[src/design/lsrc_pkg.sv]
// Package with shared constants and types of the line segment clipper.
package lsrc_pkg;

	localparam int CoordBits = 24;
	localparam int FracBits  = 20;

	// Register indexes of the configuration port.
	localparam logic [1:0] RegXMin = 2'd0;
	localparam logic [1:0] RegXMax = 2'd1;
	localparam logic [1:0] RegYMin = 2'd2;
	localparam logic [1:0] RegYMax = 2'd3;

	// Ratio class of one edge, as seen by the u1/u2 tracking.
	typedef enum logic [1:0] {
		RatZero,
		RatNeg,
		RatOver,
		RatFrac
	} ratio_kind_t;

endpackage

[src/design/lsrc_div_stage.sv]
// One restoring division step of a pipelined fraction divider.
module lsrc_div_stage #(
	parameter int W = lsrc_pkg::CoordBits + 1,
	parameter int QW = lsrc_pkg::FracBits
) (
	input  logic          clk,
	input  logic          en,
	input  logic [W-1:0]  rem_in,
	input  logic [W-1:0]  den_in,
	input  logic [QW-1:0] quo_in,
	output logic [W-1:0]  rem_out,
	output logic [W-1:0]  den_out,
	output logic [QW-1:0] quo_out
);
	logic [W:0] shifted;
	logic       take;

	// Remainder never exceeds the divisor, so one extra bit holds the shift.
	assign shifted = {rem_in, 1'b0};
	assign take    = shifted >= {1'b0, den_in};

	always_ff @(posedge clk) begin
		if (en) begin
			rem_out <= take ? W'(shifted - {1'b0, den_in}) : W'(shifted);
			den_out <= den_in;
			quo_out <= {quo_in[QW-2:0], take};
		end
	end
endmodule

[src/design/lsrc_edge_div.sv]
// Pipelined ratio unit: divides q/p of one edge over FracBits stages and maps its class to u.
module lsrc_edge_div #(
	parameter int CoordBits = lsrc_pkg::CoordBits,
	parameter int FracBits  = lsrc_pkg::FracBits
) (
	input  logic                 clk,
	input  logic                 en,
	input  logic [CoordBits:0]   aq,
	input  logic [CoordBits:0]   ap,
	input  lsrc_pkg::ratio_kind_t kind,
	output lsrc_pkg::ratio_kind_t kind_out,
	output logic [FracBits:0]    u_out
);
	localparam int W = CoordBits + 1;

	logic [W-1:0]        rem [0:FracBits];
	logic [W-1:0]        den [0:FracBits];
	logic [FracBits-1:0] quo [0:FracBits];
	lsrc_pkg::ratio_kind_t kd [0:FracBits];

	assign rem[0] = aq;
	assign den[0] = ap;
	assign quo[0] = '0;
	assign kd[0]  = kind;

	for (genvar i = 0; i < FracBits; i++) begin : g_st
		lsrc_div_stage #(.W(W), .QW(FracBits)) u_st (
			.clk(clk), .en(en),
			.rem_in(rem[i]), .den_in(den[i]), .quo_in(quo[i]),
			.rem_out(rem[i+1]), .den_out(den[i+1]), .quo_out(quo[i+1])
		);
		always_ff @(posedge clk) begin
			if (en) kd[i+1] <= kd[i];
		end
	end

	assign kind_out = kd[FracBits];

	// Equal magnitudes give exactly one; only then does the remainder stay
	// equal to the divisor through every step.
	always_comb begin
		unique case (kd[FracBits])
			lsrc_pkg::RatZero: u_out = '0;
			lsrc_pkg::RatNeg:  u_out = '0;
			lsrc_pkg::RatOver: u_out = {1'b1, {(FracBits-1){1'b0}}, 1'b1};
			lsrc_pkg::RatFrac: u_out = (rem[FracBits] == den[FracBits])
				? {1'b1, {FracBits{1'b0}}}
				: {1'b0, quo[FracBits]};
			default:           u_out = '0;
		endcase
	end
endmodule

[config.mk]
export PLATFORM = sky130hd
export DESIGN_NAME = lsrc_edge_div
export DESIGN_NICKNAME = d
export VERILOG_FILES = /design/src/design/lsrc_pkg.sv /design/src/design/lsrc_div_stage.sv /design/src/design/lsrc_edge_div.sv
export SDC_FILE = /design/constraint.sdc
export NUM_CORES = 2
export LEC_CHECK = 0
export BUFFER_PORTS_ARGS = -buffer_cell sky130_fd_sc_hd__clkbuf_2
export CAP_MARGIN = 20
export CORE_UTILIZATION = 30
export DETAILED_ROUTE_END_ITERATION = 7
export GPL_ROUTABILITY_DRIVEN = 0
export PLACE_DENSITY_LB_ADDON = 0.3
export SLEW_MARGIN = 0
export SYNTH_ARGS = -nofsm -noshare
export SYNTH_HDL_FRONTEND = slang
export SYNTH_SLANG_ARGS = --single-unit
[constraint.sdc]
create_clock -name clk -period 6.6 [get_ports clk]
set_input_delay 0 -clock clk [delete_from_list [all_inputs] [get_ports clk]]
set_output_delay 0 -clock clk [all_outputs]
set_load 0.005 [all_outputs]
# Word level (Yosys, flattened, before mapping)
# Index checks and enable logic that the tools add are counted.
[classes] n_lt_le_gt_ge=20 eq_ne=4 n_reduce_logical=2 n_addsub=20 n_mux=22
[op_table] op="greater-or-equal comparator 26 x 25 -> 1 bit" count=20
[op_table] op="2-to-1 mux 25 bit" count=20
[op_table] op="subtractor 25 bit" count=20
[op_table] op="case mux 21 bit (3 select lines)" count=1
[op_table] op="equality test 25 bit" count=1
[op_table] op="2-to-1 mux 21 bit" count=1
[op_table] op="equality test 2 bit (second input constant)" count=2
[op_table] op="equality test 2 x 1 -> 1 bit (second input constant)" count=1
[op_table] op="zero test 2 bit" count=1
[op_table] op="OR reduction 2 bit" count=1
[totals] elab_cells=168 register_bits=1250

# Logic depth before layout (Yosys ltp)
[logic_depth] word_depth=3 depth_mapped=14 mapped_depth_nobuf=12

# Cells and area by module
# Synthesis repeated with hierarchy kept, for this count alone.
[hier_totals] cells_unflattened=7147 area_unflattened_um2=84125.7
[by_module_without_submodules] mod="lsrc_div_stage" cells_per_inst=351 seq_area_each_um2=2102.0 area_per_inst_um2=4117.7 instances=20
[by_module_without_submodules] mod="lsrc_edge_div" cells_per_inst=127 seq_area_each_um2=1201.2 area_per_inst_um2=1771.7 instances=1

# Worst setup path after synthesis
# Ideal clock, no wire load.
[synth_timing] path_kind="reg-to-reg" start="register g_st[10].u_st.den_out[0]" end="register g_st[11].u_st.rem_out[10], data pin" setup_slack_ns=3.300 required_ns=6.340 path_stages_with_launch=12 t_arrival_ns=3.040 setup_time_ns=0.260 synth_period_minus_slack_ns=3.300 path_cell_list="edfxtp_1 fa_1 nand2b_1 a21oi_1 o21ai_0 a21oi_1 a21oi_1 a21oi_1 a221oi_1 o311ai_4 buf_2 mux2_2"
[synth_via] elab_chain_cells=2 elab_cells_between_ends=3 cone_classes="1 x add/sub; 1 x order compare; 1 x mux"
[synth_rtl] item="start, declared" line_no="lsrc_div_stage.sv:12" text="output logic [W-1:0] den_out,"
[synth_rtl] item="start signal, assigned" line_no="lsrc_div_stage.sv:25" text="den_out <= den_in;"
[synth_rtl] item="subtractor 25 bit or greater-or-equal comparator 26 x 25 -> 1 bit (tied branches)" line_no="lsrc_div_stage.sv:24, lsrc_div_stage.sv:20"
[synth_rtl] item="2-to-1 mux 25 bit (*)" line_no="lsrc_div_stage.sv:24" text="rem_out <= take ? W'(shifted - {1'b0, den_in}) : W'(shifted);"
[synth_rtl] item="end signal, assigned" line_no="lsrc_div_stage.sv:24"
[synth_rtl] item="end, declared" line_no="lsrc_div_stage.sv:11" text="output logic [W-1:0] rem_out,"
# Every way passes the cells marked *; elsewhere a longest branch is shown, timed or not.
# A chain may end at the register's enable or synchronous reset.

# Final worst setup path
[layout_timing] start="register g_st[1].u_st.den_out[0]" end="register g_st[2].u_st.rem_out[5], data pin"
[layout_via] elab_chain_cells=2 elab_cells_between_ends=3 cone_classes="1 x add/sub; 1 x order compare; 1 x mux"
[layout_rtl] item="start, declared" line_no="lsrc_div_stage.sv:12"
[layout_rtl] item="start signal, assigned" line_no="lsrc_div_stage.sv:25"
[layout_rtl] item="subtractor 25 bit or greater-or-equal comparator 26 x 25 -> 1 bit (tied branches)" line_no="lsrc_div_stage.sv:24, lsrc_div_stage.sv:20"
[layout_rtl] item="2-to-1 mux 25 bit (*)" line_no="lsrc_div_stage.sv:24"
[layout_rtl] item="end signal, assigned" line_no="lsrc_div_stage.sv:24"
[layout_rtl] item="end, declared" line_no="lsrc_div_stage.sv:11"
# Marked as above.

==> metrics.md <==
| Metric | Value |
|---|---|
| Synth Register Bits | 1250 |
| DR WL/cell | 17.3 um |
| Die ar. | 234000 um2 |
| Grt total ovfl | 0 |
| Pwr dens | 480 nW/um2 |
| P&R area growth vs syn | 14.3% |
| RSZ-0062 raised after global routing | no |
| Clock Latency Late Sink | ~0.80 ns |
| Syn avg cell area | 11.4 um2 |
| H-tree Lvls | 4 |
| Status | complete, no violations |
| Post_cts resized | 0 |
| Post-synth EDFFs | 1250 |
| TNS Setup | 0 ns |
| Total CTS buffers | 149 |
| Floorplan Core Area | 231000 um2 |
| Setup Skew | between 0.04 and 0.05 ns |
| Setup violations, final | 0 |
| Via count | 46100 |
| Final Core Density | approximately a third |
| Top Ports | 77 |
| Max Fclk | roughly 250 MHz |
| Die Y | 484 um |
| Count leader, synth | edfxtp_1 |
| Worst IR drop on VDD | roughly 0.21 mV |
| Ys Warns | 0 |
| Fin crit share | 60.7% |
| Cell taking the most area after synthesis | edfxtp_1 |
| Initial antenna violation count | 2 |
| Worst Hold Class | in2reg |
| Inst Count DP | 9115 |
| Post-CTS Setup Inserts | 0 |
| Clock Tree Root | clkbuf_16 |
| Leak | 31.9 nW |
| Max FO, Critical Path | 16 |
| Gate Count Post-Synth | 6096 |
| Worst-Margin Slew | 1.22 ns |
| Share of post-route cells with drive strength above 1 | 9.01% |
| Critical path arrival | 4.54 ns |
| Vias in the first global route | ~46000 |
| Tmin final | approximately 4 ns |
| Cell row count | about 180 |
| Main synth FF type | edfxtp_1 |
| Synth area leaders | edfxtp_1 54%, ha_1 9.0%, inv_1 3.4% |
| # Max-Cap Violations | 0 |
| Synth Cell Area | around 70000 um2 |
| Clk pin slew, worst setup/hold paths | 0.06 ns |
| Max Slew Vio Count | 0 |
| Final WL | 164 mm |
| Initial core utilization | 30.2% |
| Port Buffers | 76 |
| CTS tree | built |
| First DRT Iteration DRCs | 3154 |
| Chip width | 484 um |
| Total GRT Usage | 13.7% |
| DRC Markers | 0 |
| Sequential fraction of the synthesis area | a little over half |
| ANT nets after route | 0 |
| Startpoint Class | flip-flop |
| First-pass GRT wire length | 256 mm |
| Proportion of netlist area held by the largest area contributor | between 50% and 60% |
| Kind of end point of the critical path | flip-flop |
| Largest net degree at the start of global routing | 177 |
| Clock Path Buffers | 3 |
| Syn nets | 6670 |
| Synth top cells by count | 1250 x edfxtp_1, 632 x inv_1, 500 x ha_1 |
| FFs w/ async S/R, synth | 0% |
| DP HPWL | 122 mm |
| Final Instance Count excl. Fillers | 9475 |
| Critical path required time | between 7 and 8 ns |
| Vias per cell | 4.87 |
| Library cells used by synthesis | 92 |
| Worst slew margin | 19.0% |
| DR pass1 iterations | 5 |
| Final #Nets | between 6000 and 7000 |
| Kind of critical path | reg2reg |
| Clk sinks | 1250 |
| Fin. Hold Viols | 0 |
cells by family (layout without fill, tap and decap cells):
family / Yosys count / count (layout) / share of synthesized area, %
compound gates: 1583 / 1583 / 14.6
simple gates: 1376 / 1376 / 9.50
flops: 1250 / 1250 / 53.9
buf+inv: 758 / 1110 / 4.19
fa+ha+maj: 520 / 520 / 9.55
xor+xnor: 411 / 411 / 5.16
mux: 198 / 198 / 3.17
other cells: 0 / 1 / 0
registers in the layout, indices dropped and copies added, names as in the netlist:
name,count
g_st.u_st.den_out,500
g_st.u_st.rem_out,500
g_st.u_st.quo_out,210
kd,38
kind_out,2
metal layers:
layer	global-route usage, %	vias up	routed length (um)
met2	24.9	881	83100
met3	2.07	253	6030
li1	-	22900	-
met4	4.85	0	5070
met1	16.3	22100	69700
met5	0	-	0
final cells by class:
cell class	count	area (um2)
antenna	1	2.50
fill	22600	151000
sequential	1250	37500
multi-input combinational	4088	29300
clock inverter	98	1140
timing repair buffer	204	1650
inverter	638	2390
tap	3026	3790
clock buffer	170	3870
worst paths after layout:
kind	start	to	slack [ns]	cells after the start
setup / recovery	g_st[1].u_st.den_out[0]$_DFFE_PP_	g_st[2].u_st.rem_out[5]$_DFFE_PP_	2.59	12
hold / removal	aq[4]	g_st[0].u_st.rem_out[5]$_DFFE_PP_	0.10	3
setup reg to reg	g_st[1].u_st.den_out[0]$_DFFE_PP_	g_st[2].u_st.rem_out[5]$_DFFE_PP_	2.59	12
hold reg to reg	g_st[15].u_st.quo_out[3]$_DFFE_PP_	g_st[16].u_st.quo_out[4]$_DFFE_PP_	0.40	0
layout by cell type (no fill, tap or decap), types with 63 or more instances in the layout:
cell and count:
mux2_2 179, ha_1 500, o21ai_0 380, nor2b_1 79, nor2_1 342, clkbuf_16 152
o21a_1 84, nand2b_1 78, inv_1 632, nand2_1 425, dlygate4sd3_1 91, xor2_1 158
a21oi_1 426, xnor2_1 253, clkbuf_2 75, nor3_1 91, a21o_1 239, nand3_1 80
nand4_1 63, edfxtp_1 1250
power by group:
part / switching, mW / internal [mW]
clock: 3.37 / 5.01
sequential: 1.30 / 11.8
combinational: 9.45 / 7.31
total: 14.1 / 24.1
timing repair:
item	CTS	global route
hold buffers	91	0
endpoints found under the hold margin	159	0
endpoints found under the setup margin	0	0
per-stage QoR:
stage	hold slack, ns	area (um2)	total power, mW	worst slack (ns)
2_1_floorplan	0.0989	69700	25.5	3.30
3_3_place_gp	0.195	73700	29.7	2.47
3_5_place_dp	0.194	73800	29.9	2.60
4_1_cts	0.0170	79700	38.6	2.45
5_1_grt	0.0541	79700	41.0	2.32
6_report	0.100	79700	38.2	2.59
worst max-delay path, cell delays in order (launching register included):
cell and delay, ns:
edfxtp_1 0.47, fa_1 0.48, nor2b_1 0.13, o21ai_1 0.08, a21boi_0 0.33, o41ai_1 0.11, buf_4 0.17, o311ai_1 0.29
o211ai_1 0.25, o31ai_1 0.28, a211o_1 0.57, buf_16 0.23, mux2_2 0.34
(Power assumes the default switching activity.)
