<file path="src/design/lsrc_pkg.sv">
// Package with shared constants and types of the line segment clipper.
package lsrc_pkg;

	localparam int CoordBits = 24;
	localparam int FracBits  = 20;

	// Register indexes of the configuration port.
	localparam logic [1:0] RegXMin = 2'd0;
	localparam logic [1:0] RegXMax = 2'd1;
	localparam logic [1:0] RegYMin = 2'd2;
	localparam logic [1:0] RegYMax = 2'd3;

	// Ratio class of one edge, as seen by the u1/u2 tracking.
	typedef enum logic [1:0] {
		RatZero,
		RatNeg,
		RatOver,
		RatFrac
	} ratio_kind_t;

endpackage

</file>
<file path="src/design/lsrc_mul_stage.sv">
// Interpolation of one coordinate: start plus truncated u times delta, two stages.
module lsrc_mul_stage #(
	parameter int CoordBits = lsrc_pkg::CoordBits,
	parameter int FracBits  = lsrc_pkg::FracBits
) (
	input  logic                        clk,
	input  logic                        en,
	input  logic signed [CoordBits-1:0] start,
	input  logic signed [CoordBits:0]   delta,
	input  logic [FracBits:0]           u,
	output logic signed [CoordBits-1:0] res
);
	localparam int PW = CoordBits + FracBits + 2;

	logic [CoordBits:0]          mag;
	logic [PW-1:0]               prod_s1;
	logic                        neg_s1;
	logic signed [CoordBits-1:0] start_s1;
	logic [CoordBits:0]          off;

	assign mag = delta[CoordBits] ? (CoordBits+1)'(-delta) : delta;

	always_ff @(posedge clk) begin
		if (en) begin
			prod_s1  <= PW'(mag) * PW'(u);
			neg_s1   <= delta[CoordBits];
			start_s1 <= start;
		end
	end

	assign off = prod_s1[FracBits +: (CoordBits+1)];

	always_ff @(posedge clk) begin
		if (en) begin
			res <= neg_s1 ? CoordBits'(start_s1 - off) : CoordBits'(start_s1 + off);
		end
	end
endmodule

</file>
<file path="config.mk">
export PLATFORM = sky130hd
export DESIGN_NAME = lsrc_mul_stage
export DESIGN_NICKNAME = d
export VERILOG_FILES = /design/src/design/lsrc_pkg.sv /design/src/design/lsrc_mul_stage.sv
export SDC_FILE = /design/constraint.sdc
export NUM_CORES = 1
export LEC_CHECK = 0
export BUFFER_PORTS_ARGS = -buffer_cell sky130_fd_sc_hd__buf_2
export CAP_MARGIN = 40
export CORE_ASPECT_RATIO = 1.4
export CORE_MARGIN = 10
export CORE_UTILIZATION = 45
export CTS_CLUSTER_DIAMETER = 60
export DETAILED_ROUTE_END_ITERATION = 16
export PLACE_DENSITY = 0.69
export SYNTH_ARGS = -nofsm -noshare
export SYNTH_HDL_FRONTEND = slang
export SYNTH_SLANG_ARGS = --single-unit
export TNS_END_PERCENT = 30
</file>
<file path="constraint.sdc">
create_clock -name clk -period 7.55 [get_ports clk]
set_clock_uncertainty 0.05 [all_clocks]
set_input_delay 0.3775 -clock clk [delete_from_list [all_inputs] [get_ports clk]]
set_output_delay 0.3775 -clock clk [all_outputs]
set_load 0.01 [all_outputs]
</file>
== Word-level counts from Yosys, hierarchy flattened ==
Index checks and enable logic that the tools add are counted.

* Add/sub/neg operators: 3
* Multipliers: 1
* Multiplexer cells: 2

{| class="wikitable"
|+ Operator list
! operator !! number
|-
| $mul A25 B21 Y44 || 1
|-
| $mux W25 || 1
|-
| $neg A25 Y25 || 1
|-
| $add A24 B24 Y24 || 1
|-
| $mux W24 || 1
|-
| $sub A24 B24 Y24 || 1
|}

* Register bits after elaboration: 93
* Input bits: 72
* Output and inout port bits: 24

== Logic depth before layout (Yosys ltp) ==
Gate-level depths: netlist of run 1.

* Depth in word-level cells: 3
* Mapped depth: 32
* Mapped depth without buffers: 30

== Worst setup path before layout of run 1 ==
Ideal clock, no wire load.

* Path type: input-to-reg
* From: input delta[0]
* To: register prod_s1[40], data pin
* Data arrival time: 8089 ps
* Data required time: 7320 ps
* Path slack: -769 ps
* Stages on the path: 32
* Buffers on the path: 2
* Cell sequence: clkbuf_1 -> inv_1 -> ha_1 -> nor2b_1 -> nand4b_1 -> or3_1 -> nand2b_4 -> o31ai_1 -> xnor2_1 -> clkbuf_1 -> and2_1 -> fa_1 -> fa_1 -> inv_1 -> fa_1 -> inv_1 -> fa_1 -> fa_1 -> fa_1 -> inv_1 -> fa_1 -> inv_1 -> ha_1 -> a21o_1 -> a21oi_1 -> nor2b_1 -> a2111oi_1 -> nor3_1 -> nor3_2 -> a21oi_1 -> or4_1 -> o311ai_1

* Longest elaborated chain between the ends: 3

{| class="wikitable"
|+ RTL lines
! what !! line !! RTL
|-
| from (decl) || lsrc_mul_stage.sv:9 || <nowiki>input logic signed [CoordBits:0] delta,</nowiki>
|-
| $neg A25 Y25 || lsrc_mul_stage.sv:21 || <nowiki>assign mag = delta[CoordBits] ? (CoordBits+1)'(-delta) : delta;</nowiki>
|-
| $mux W25 * || lsrc_mul_stage.sv:21 ||
|-
| $mul A25 B21 Y44 * || lsrc_mul_stage.sv:25 || <nowiki>prod_s1 <= PW'(mag) * PW'(u);</nowiki>
|-
| to (signal assigned) || lsrc_mul_stage.sv:25 ||
|-
| to (decl) || lsrc_mul_stage.sv:16 || <nowiki>logic [PW-1:0] prod_s1;</nowiki>
|}

Mark *: on every way between the ends. The rest lies on a longest branch, timed or not.
A chain may end at the register's enable or synchronous reset.

== Worst setup path after layout of run 1 ==
* From: input delta[5]
* To: register prod_s1[40], data pin

The elaborated chain is that of the path after synthesis.

==> results.py, run 1 <==
metrics = {
    "flow_run": {
        "max_cap_violations": 0,
    },
    "worst_setup_path": {
        "critical-path-top-cell-by-count": "fa_1",
        "cp-start-kind": "input pin",
        "slowest_delay_ns": 0.54,
        "worstSetupEndpointType": "register",
        "worstPathArrival_ns": 7.76,
        "critPathMaxFanout": 8,
        "crit_required_ns": 7.65,
        "worst-setup-path-type": "input pin to register",
        "cp_slowest_cell": "fa_1",
    },
    "layout": {
        "syn_to_final_growth_pct": 15.6,
        "fillerInstances": 4109,
        "regArea_um2": 2190,
        "fin_nets": 3042,
        "drive_above_1_share_pct": 16.9,
        "multi_input_area_um2": 16900,
        "stdcell_count": 2989,
    },
    "logic_synthesis": {
        "yosysSeqAreaShare_pct": 10.6,
        "avgSynthCellArea_um2": 9.41,
        "synth_edf_count": 73,
        "yosys.cell_types.count": 62,
        "synth_seq_cells": 73,
        "synth-main-ff-cell": "edfxtp_1",
        "synth_warnings": 0,
        "synthArstFlopShare_pct": 0,
        "syn-num-nets": 2859,
        "syn_area_um2": 20600,
        "syn_inst": 2189,
    },
    "sta": {
        "hold_viol_final": 0,
        "finalMaxSlewViolations": 0,
        "whs_ns": 0.166,
        "rsz0062_at_grt": "true",
        "fin_crit_ns": 7.65,
        "setup_viol": 6,
        "finalWorstSetupSlack_ns": -0.101,
        "fin_crit_sh_pct": 101,
        "max_clock_freq_ghz": 0.131,
        "maxSlewHeadroom_pct": 38.9,
        "worstMarginPinSlew_ns": 0.917,
    },
    "grt": {
        "overflow": 0,
        "grt_start_max_net_pins": 74,
        "gr-usage-all-layers_pct": 20.2,
        "grt_pass1_wl_um": 88200,
        "antenna_found_initial": 2,
        "first_global_vias": 17400,
    },
    "floorplan": {
        "die_w_um": 201,
        "die_area_um2": 54900,
        "io_pins": 96,
        "start_util_pct": 45.7,
        "rows": 92,
        "die_h_um": 273,
        "core_um2": 45100,
    },
    "routing": {
        "vias_per_cell": 5.15,
        "drt_iter0_markers": 669,
        "wl_per_cell_um": 18.2,
        "met1_length_um": 18900,
        "drc_errors": 0,
        "met2WireLength_um": 30400,
        "dr.pass1.iters": 5,
        "num_vias": 15400,
        "drt-total-wl_um": 54300,
        "ant_nets": 0,
        "highest_layer": "met4",
        "met3WireLength_um": 1850,
    },
    "place": {
        "post-place-ws_ns": -0.712,
        "io_buffers": 95,
        "globalplace.congestion": 0.920,
        "dp.cells": 2957,
        "hpwl_um": 45800,
    },
    "clock_network": {
        "htree_levels": 3,
        "cts-buffers-inserted": 9,
        "insertion_delay_ns": 0.33,
        "cts_tree": "built",
        "clkSlewWorstSetupHoldPaths_ns": 0.06,
        "clockRootBuffer": "clkbuf_16",
        "cts_sinks": 73,
        "ctsLongestPathBuffers": 2,
    },
    "outcome": {
        "violations": "setup timing",
        "status": "finished, violations left",
    },
    "min_path": {
        "holdCritPathClass": "input pin to register",
    },
}
[through the flow]
step	TNS, ns	instance area [µm²]	util, %
5_1_grt	-3.69	23800	52.8
4_1_cts	-0.276	23500	52.0
2_1_floorplan	-0.549	20700	-
3_5_place_dp	-13.22	22800	50.5
6_report	-0.369	23800	52.8
3_3_place_gp	-11.20	22800	50.5
[per-layer routing]
metal / vias to the layer above / track usage, %
li1: 6902 / -
met1: 7907 / 21.2
met2: 438 / 39.0
met3: 149 / 1.67
met4: 0 / 11.2
met5: - / 0
[registers in the layout (all words and copies together), names as in the netlist]
register  cells
res          24
start_s1     24
neg_s1        1
prod_s1      24
[cell usage after synthesis (all sizes together) (2+ instances only)]
cell / n / area, µm²
o21ai: 24 / 120
nor2: 40 / 150
or4: 3 / 26.3
a21boi: 2 / 15.0
a21oi: 47 / 235
or3: 7 / 43.8
nand4b: 2 / 17.5
edfxtp: 73 / 2190
buf: 5 / 20.0
nand2b: 13 / 88.8
a41oi: 2 / 17.5
nand3: 13 / 65.1
a21o: 18 / 135
xnor2: 79 / 692
and2: 320 / 2000
nand2: 238 / 893
a211oi: 6 / 50.1
o21bai: 6 / 45.0
nor2b: 9 / 56.3
xor2: 15 / 131
ha: 165 / 2060
nand3b: 2 / 15.0
clkbuf: 94 / 353
nand4: 6 / 37.5
o41ai: 6 / 67.6
nor4: 5 / 46.3
a31oi: 4 / 25.0
o311a: 2 / 31.3
mux2i: 2 / 20.0
o31ai: 11 / 82.6
nor3: 18 / 95.1
fa: 433 / 8670
a2111oi: 3 / 52.6
inv: 493 / 1850
o311ai: 2 / 17.5
o21a: 6 / 45.0
[worst max-delay path, delay by kind of cell]
family / cells / cell delay, ns
AOI/OAI and AO/OA: 7 / 1.27
xor gates and xnor gates: 1 / 0.21
adders and majority gates: 8 / 3.67
buffers and inverters: 6 / 0.44
and+or+nand+nor: 7 / 1.79
[final timing paths]
check | start | endpoint | slack [ns] | cells past startpoint
worst max-delay path | delta[5] | prod_s1[40]$_DFFE_PP_ | -0.10 | 29
worst min-delay path | start[18] | start_s1[18]$_DFFE_PP_ | 0.17 | 1
worst max register to register | prod_s1[20]$_DFFE_PP_ | res[23]$_DFFE_PP_ | 2.67 | 16
worst min register to register | start_s1[1]$_DFFE_PP_ | res[1]$_DFFE_PP_ | 0.62 | 1
[cell families after synthesis]
logic type	Yosys count	share of synthesized area, %
AO/OA/AOI/OAI	146	4.85
XOR/XNOR	94	4.00
adder cells (fa/ha/maj)	598	52.1
buffers and inverters	592	10.8
flip-flops	73	10.6
multiplexers	3	0.170
AND/OR/NAND/NOR	683	17.5
[placed cells by master (no fill, tap or decap), types with 15 or more instances in the layout]
cell      Yosys  layout
buf_2         1      93
buf_4         0     172
edfxtp_1     73      73
nor2_1       40      38
nand2_1     238     232
nor3_1       17      15
a21o_1       18      18
o21ai_0      24      18
xor2_1       15      15
inv_1       493     483
xnor2_1      79      68
a21oi_1      47      36
fa_1        433     421
and2_1      320     311
ha_1        165     153
[layout make-up]
type,instances,share of cell area (%)
clock buffers,9,0.945
inverters,493,7.78
flip-flops and latches,73,9.20
clock inverters,7,0.425
diodes,1,0.0105
multi-input cells,1524,70.7
well taps,611,3.21
repair buffers,271,7.71
[timing repair]
item,4_1_cts,5_1_grt
setup endpoints to repair,22,22
buffers inserted,4,11
hold buffers,0,0
resized for setup,58,60
pin swaps,24,43
Power of run 1 is not shown: default switching activity piles up to over one toggle a cycle in this logic, so the estimate is an artifact.
==> run 2, diff against run 1 <==
- CAP_MARGIN: 40 -> 20
- PLACE_DENSITY: 0.69 -> default
- PLACE_DENSITY_LB_ADDON: default -> 0.05
==> results.py, run 2 (same netlist as run 1, synthesis figures left out) <==
metrics = {
    "place": {
        "hpwl_um": 46000,
        "globalplace.congestion": 0.865,
        "post-place-ws_ns": -0.692,
        "io_buffers": 95,
        "dp.cells": 2971,
    },
    "clock_network": {
        "cts_sinks": 73,
        "clkSlewWorstSetupHoldPaths_ns": 0.06,
        "insertion_delay_ns": 0.34,
        "cts_tree": "built",
        "cts-buffers-inserted": 9,
        "htree_levels": 3,
        "clockRootBuffer": "clkbuf_16",
        "cts_hold_buf": 0,
        "ctsLongestPathBuffers": 2,
    },
    "layout": {
        "fin_nets": 3051,
        "num_antenna_cells": 0,
        "drive_above_1_share_pct": 16.2,
        "reg_top3": "prod_s1: 24 flops, res: 24 flops, start_s1: 24 flops",
        "mostFrequentLayoutCells": "486 x inv_1, 421 x fa_1, 315 x and2_1, 237 x nand2_1, 170 x buf_4",
        "syn_to_final_growth_pct": 15.1,
        "final_common_cell": "inv_1",
        "stdcell_count": 2997,
    },
    "sta": {
        "finalMaxSlewViolations": 0,
        "fin_crit_sh_pct": 100,
        "tns_ns": 0,
        "whs_ns": 0.155,
        "worstMarginPinSlew_ns": 0.891,
        "max_clock_freq_ghz": 0.133,
        "rsz0062_at_grt": "true",
        "fin_crit_ns": 7.55,
        "maxSlewHeadroom_pct": 40.6,
        "finalWorstSetupSlack_ns": 0.00363,
        "hold_viol_final": 0,
        "setup_viol": 0,
    },
    "routing": {
        "drt-total-wl_um": 54500,
        "num_vias": 14800,
        "wl_per_cell_um": 18.2,
        "dr.pass1.iters": 5,
        "vias_per_cell": 4.94,
        "ant_nets": 0,
        "drc_errors": 0,
        "drt_iter0_markers": 615,
    },
    "floorplan": {
        "die_area_um2": 54900,
        "core_um2": 45100,
        "die_h_um": 273,
        "die_w_um": 201,
        "start_util_pct": 45.7,
        "io_pins": 96,
        "rows": 92,
    },
    "worst_setup_path": {
        "critPathMaxFanout": 4,
        "cp-start-kind": "input pin",
        "crit_required_ns": 7.65,
        "worstSetupEndpointType": "register",
        "timing.rr.start": "prod_s1[20]$_DFFE_PP_",
        "worst-setup-path-type": "input pin to register",
        "slowest_delay_ns": 0.55,
        "worstPathArrival_ns": 7.65,
        "cp_slowest_cell": "fa_2",
        "crit_path_start": "delta[3]",
    },
    "min_path": {
        "holdCritPathClass": "input pin to register",
        "min-delay-start": "start[16]",
    },
    "grt": {
        "first_global_vias": 16600,
        "overflow": 0,
        "antenna_found_initial": 2,
        "grt_pass1_wl_um": 88200,
        "grt_start_max_net_pins": 74,
        "gr-usage-all-layers_pct": 20.3,
    },
    "outcome": {
        "status": "complete, no violations",
    },
    "flow_run": {
        "max_cap_violations": 0,
    },
}
[run 2: stage by stage]
stage	utilization (%)	cell area (µm²)
after global routing	52.6	23700
final	52.6	23700
after global placement	50.9	23000
after floorplan	-	20700
after detailed placement	50.9	23000
after CTS	52.1	23500
[run 2: critical path, delay by kind of cell]
family,cells,cell delay (ns)
AOI/OAI and AO/OA,7,1.15
xor gates and xnor gates,1,0.13
adders and majority gates,8,3.54
buffers and inverters,7,0.60
and+or+nand+nor,7,1.84
[run 2: repair_timing]
item | 4_1_cts | 5_1_grt
hold endpoints to repair | 0 | 0
pin swaps | 33 | 18
resized for setup | 49 | 43
endpoints found under the setup margin | 21 | 23
setup buffers | 3 | 7
[run 2: final cells by class]
type / count / area (µm²)
inverter: 493 / 1850
timing repair buffer: 280 / 2030
clock inverter: 7 / 46.3
clock buffer: 9 / 225
tap: 611 / 764
fill: 4327 / 21400
sequential: 73 / 2190
multi-input combinational: 1524 / 16600
[run 2: path summary, 6_finish.rpt]
kind,to,slack [ns],cells after the start
worst min register to register,res[1]$_DFFE_PP_,0.66,1
worst min-delay path,start_s1[16]$_DFFE_PP_,0.16,1
worst max register to register,res[23]$_DFFE_PP_,2.52,16
worst max-delay path,prod_s1[40]$_DFFE_PP_,0.004,30
[run 2: metal layers]
metal | GRT usage [%] | share of wire, %
met1 | 25.4 | 43
met2 | 37.0 | 52
met3 | 2.49 | 3.6
met4 | 3.93 | 1.4
met5 | 0 | 0
Power of run 2 is left out for the same reason.
==> run 3, diff against run 2 <==
- PLACE_DENSITY: default -> 0.69
- PLACE_DENSITY_LB_ADDON: 0.05 -> default
- clock period: 7.55 -> 8.4 ns (I/O delays scaled with it)
==> results.py, run 3 (same netlist as run 1, synthesis figures left out) <==
metrics = {
    "layout": {
        "final_area_um2": 22800,
        "stdcell_count": 2921,
        "fin_nets": 2976,
        "reg_top3": "prod_s1: 24 flops, res: 24 flops, start_s1: 24 flops",
        "mostFrequentLayoutCells": "493 x inv_1, 433 x fa_1, 319 x and2_1, 238 x nand2_1, 165 x ha_1",
        "num_antenna_cells": 0,
        "drive_above_1_share_pct": 11.0,
        "syn_to_final_growth_pct": 10.6,
        "final_common_cell": "inv_1",
        "fillerInstances": 4196,
    },
    "grt": {
        "use_met1_pct": 21.0,
        "grt_use_met2_pct": 37.2,
        "grt_util_met3_pct": 1.62,
        "grt_pass1_wl_um": 84800,
        "first_global_vias": 16800,
        "overflow": 0,
        "grt_start_max_net_pins": 74,
        "antenna_found_initial": 0,
        "top_usage_layer": "met2",
        "gr-usage-all-layers_pct": 19.4,
    },
    "floorplan": {
        "die_h_um": 273,
        "core_um2": 45100,
        "start_util_pct": 45.7,
        "io_pins": 96,
        "die_area_um2": 54900,
        "die_w_um": 201,
        "rows": 92,
    },
    "sta": {
        "rsz0062_at_grt": "true",
        "finalMaxSlewViolations": 0,
        "hold_viol_final": 0,
        "fin_crit_ns": 8.04,
        "fin_crit_sh_pct": 95.7,
        "tns_ns": 0,
        "max_clock_freq_ghz": 0.124,
        "worstMarginPinSlew_ns": 0.927,
        "maxSlewHeadroom_pct": 38.2,
        "setup_viol": 0,
        "whs_ns": 0.202,
    },
    "clock_network": {
        "cts_hold_buf": 0,
        "cts_tree": "built",
        "clkSlewWorstSetupHoldPaths_ns": 0.06,
        "cts_sinks": 73,
        "htree_levels": 3,
        "cts-buffers-inserted": 9,
        "ctsLongestPathBuffers": 2,
        "insertion_delay_ns": 0.33,
        "clockRootBuffer": "clkbuf_16",
    },
    "worst_setup_path": {
        "r2r_cells": 16,
        "r2r_slack_ns": 3.53,
        "worst-setup-path-type": "input pin to register",
        "reg2reg_to": "res[23]$_DFFE_PP_",
        "worstPathArrival_ns": 8.14,
        "critPathMaxFanout": 8,
        "critical-path-top-cell-by-count": "fa_1",
        "timing.rr.start": "prod_s1[20]$_DFFE_PP_",
        "cp-start-kind": "input pin",
        "cp_slowest_cell": "fa_1",
        "crit_required_ns": 8.51,
        "slowest_delay_ns": 0.55,
        "worstSetupEndpointType": "register",
    },
    "place": {
        "dp.cells": 2899,
        "io_buffers": 95,
        "globalplace.congestion": 0.872,
        "place_area_um2": 22300,
        "hpwl_um": 42700,
    },
    "min_path": {
        "min-delay-start": "start[21]",
        "holdCritPathClass": "input pin to register",
        "hold_path_end": "start_s1[21]$_DFFE_PP_",
        "whs_path_depth": 1,
    },
    "routing": {
        "dr.pass1.iters": 5,
        "wl_per_cell_um": 17.9,
        "ant_nets": 0,
        "vias_per_cell": 5.18,
        "drt_iter0_markers": 870,
        "drt-total-wl_um": 52200,
        "num_vias": 15100,
        "drc_errors": 0,
    },
    "outcome": {
        "status": "complete, no violations",
    },
    "flow_run": {
        "max_cap_violations": 0,
    },
}
-- run 3: cell count changes in the layout (fill, tap and decap cells not counted), sizes merged --
cell,delta
clkinv,-2
clkbuf,+1
buf,-75
-- run 3: layout make-up --
class | instances | area (µm²) | area share, %
clock inverter | 5 | 32.5 | 0.143
tap | 611 | 764 | 3.36
multi-input combinational | 1524 | 16300 | 71.7
inverter | 493 | 1850 | 8.12
sequential | 73 | 2190 | 9.62
timing repair buffer | 205 | 1380 | 6.04
clock buffer | 10 | 229 | 1.01
-- run 3: layer usage --
layer  part of all wire (%)  wire (µm)
met3                    3.6       1910
met2                     55      28900
met5                      0          0
met1                     36      18800
met4                    4.8       2520
-- run 3: critical path, delay by kind of cell --
kind | cells | cell delay [ns]
simple gates | 8 | 1.96
buf+inv | 6 | 0.51
xor+xnor | 1 | 0.19
fa+ha+maj | 8 | 3.83
compound gates | 6 | 1.21
-- run 3: timing repair --
item                                    CTS  global route
endpoints found under the setup margin    0            16
setup buffers                             0             7
resized for setup                         0            26
-- run 3: worst max path at each step --
stage | start | to | slack [ns] | cells past startpoint
detailed placement | delta[14] | prod_s1[40]$_DFFE_PP_ | -0.22 | 28
floorplan | delta[0] | prod_s1[40]$_DFFE_PP_ | 0.04 | 32
global route | delta[1] | prod_s1[40]$_DFFE_PP_ | -0.02 | 31
finish | delta[5] | prod_s1[40]$_DFFE_PP_ | 0.36 | 29
global placement | delta[0] | prod_s1[40]$_DFFE_PP_ | -0.19 | 31
CTS | delta[14] | prod_s1[40]$_DFFE_PP_ | 0.1 | 28
-- run 3: stage by stage --
stage	setup WS, ns	util [%]
2_1_floorplan	0.0386	-
3_3_place_gp	-0.186	49.5
3_5_place_dp	-0.224	49.5
4_1_cts	0.0989	50.0
5_1_grt	-0.0230	50.5
6_report	0.364	50.5
Power of run 3 is left out for the same reason.
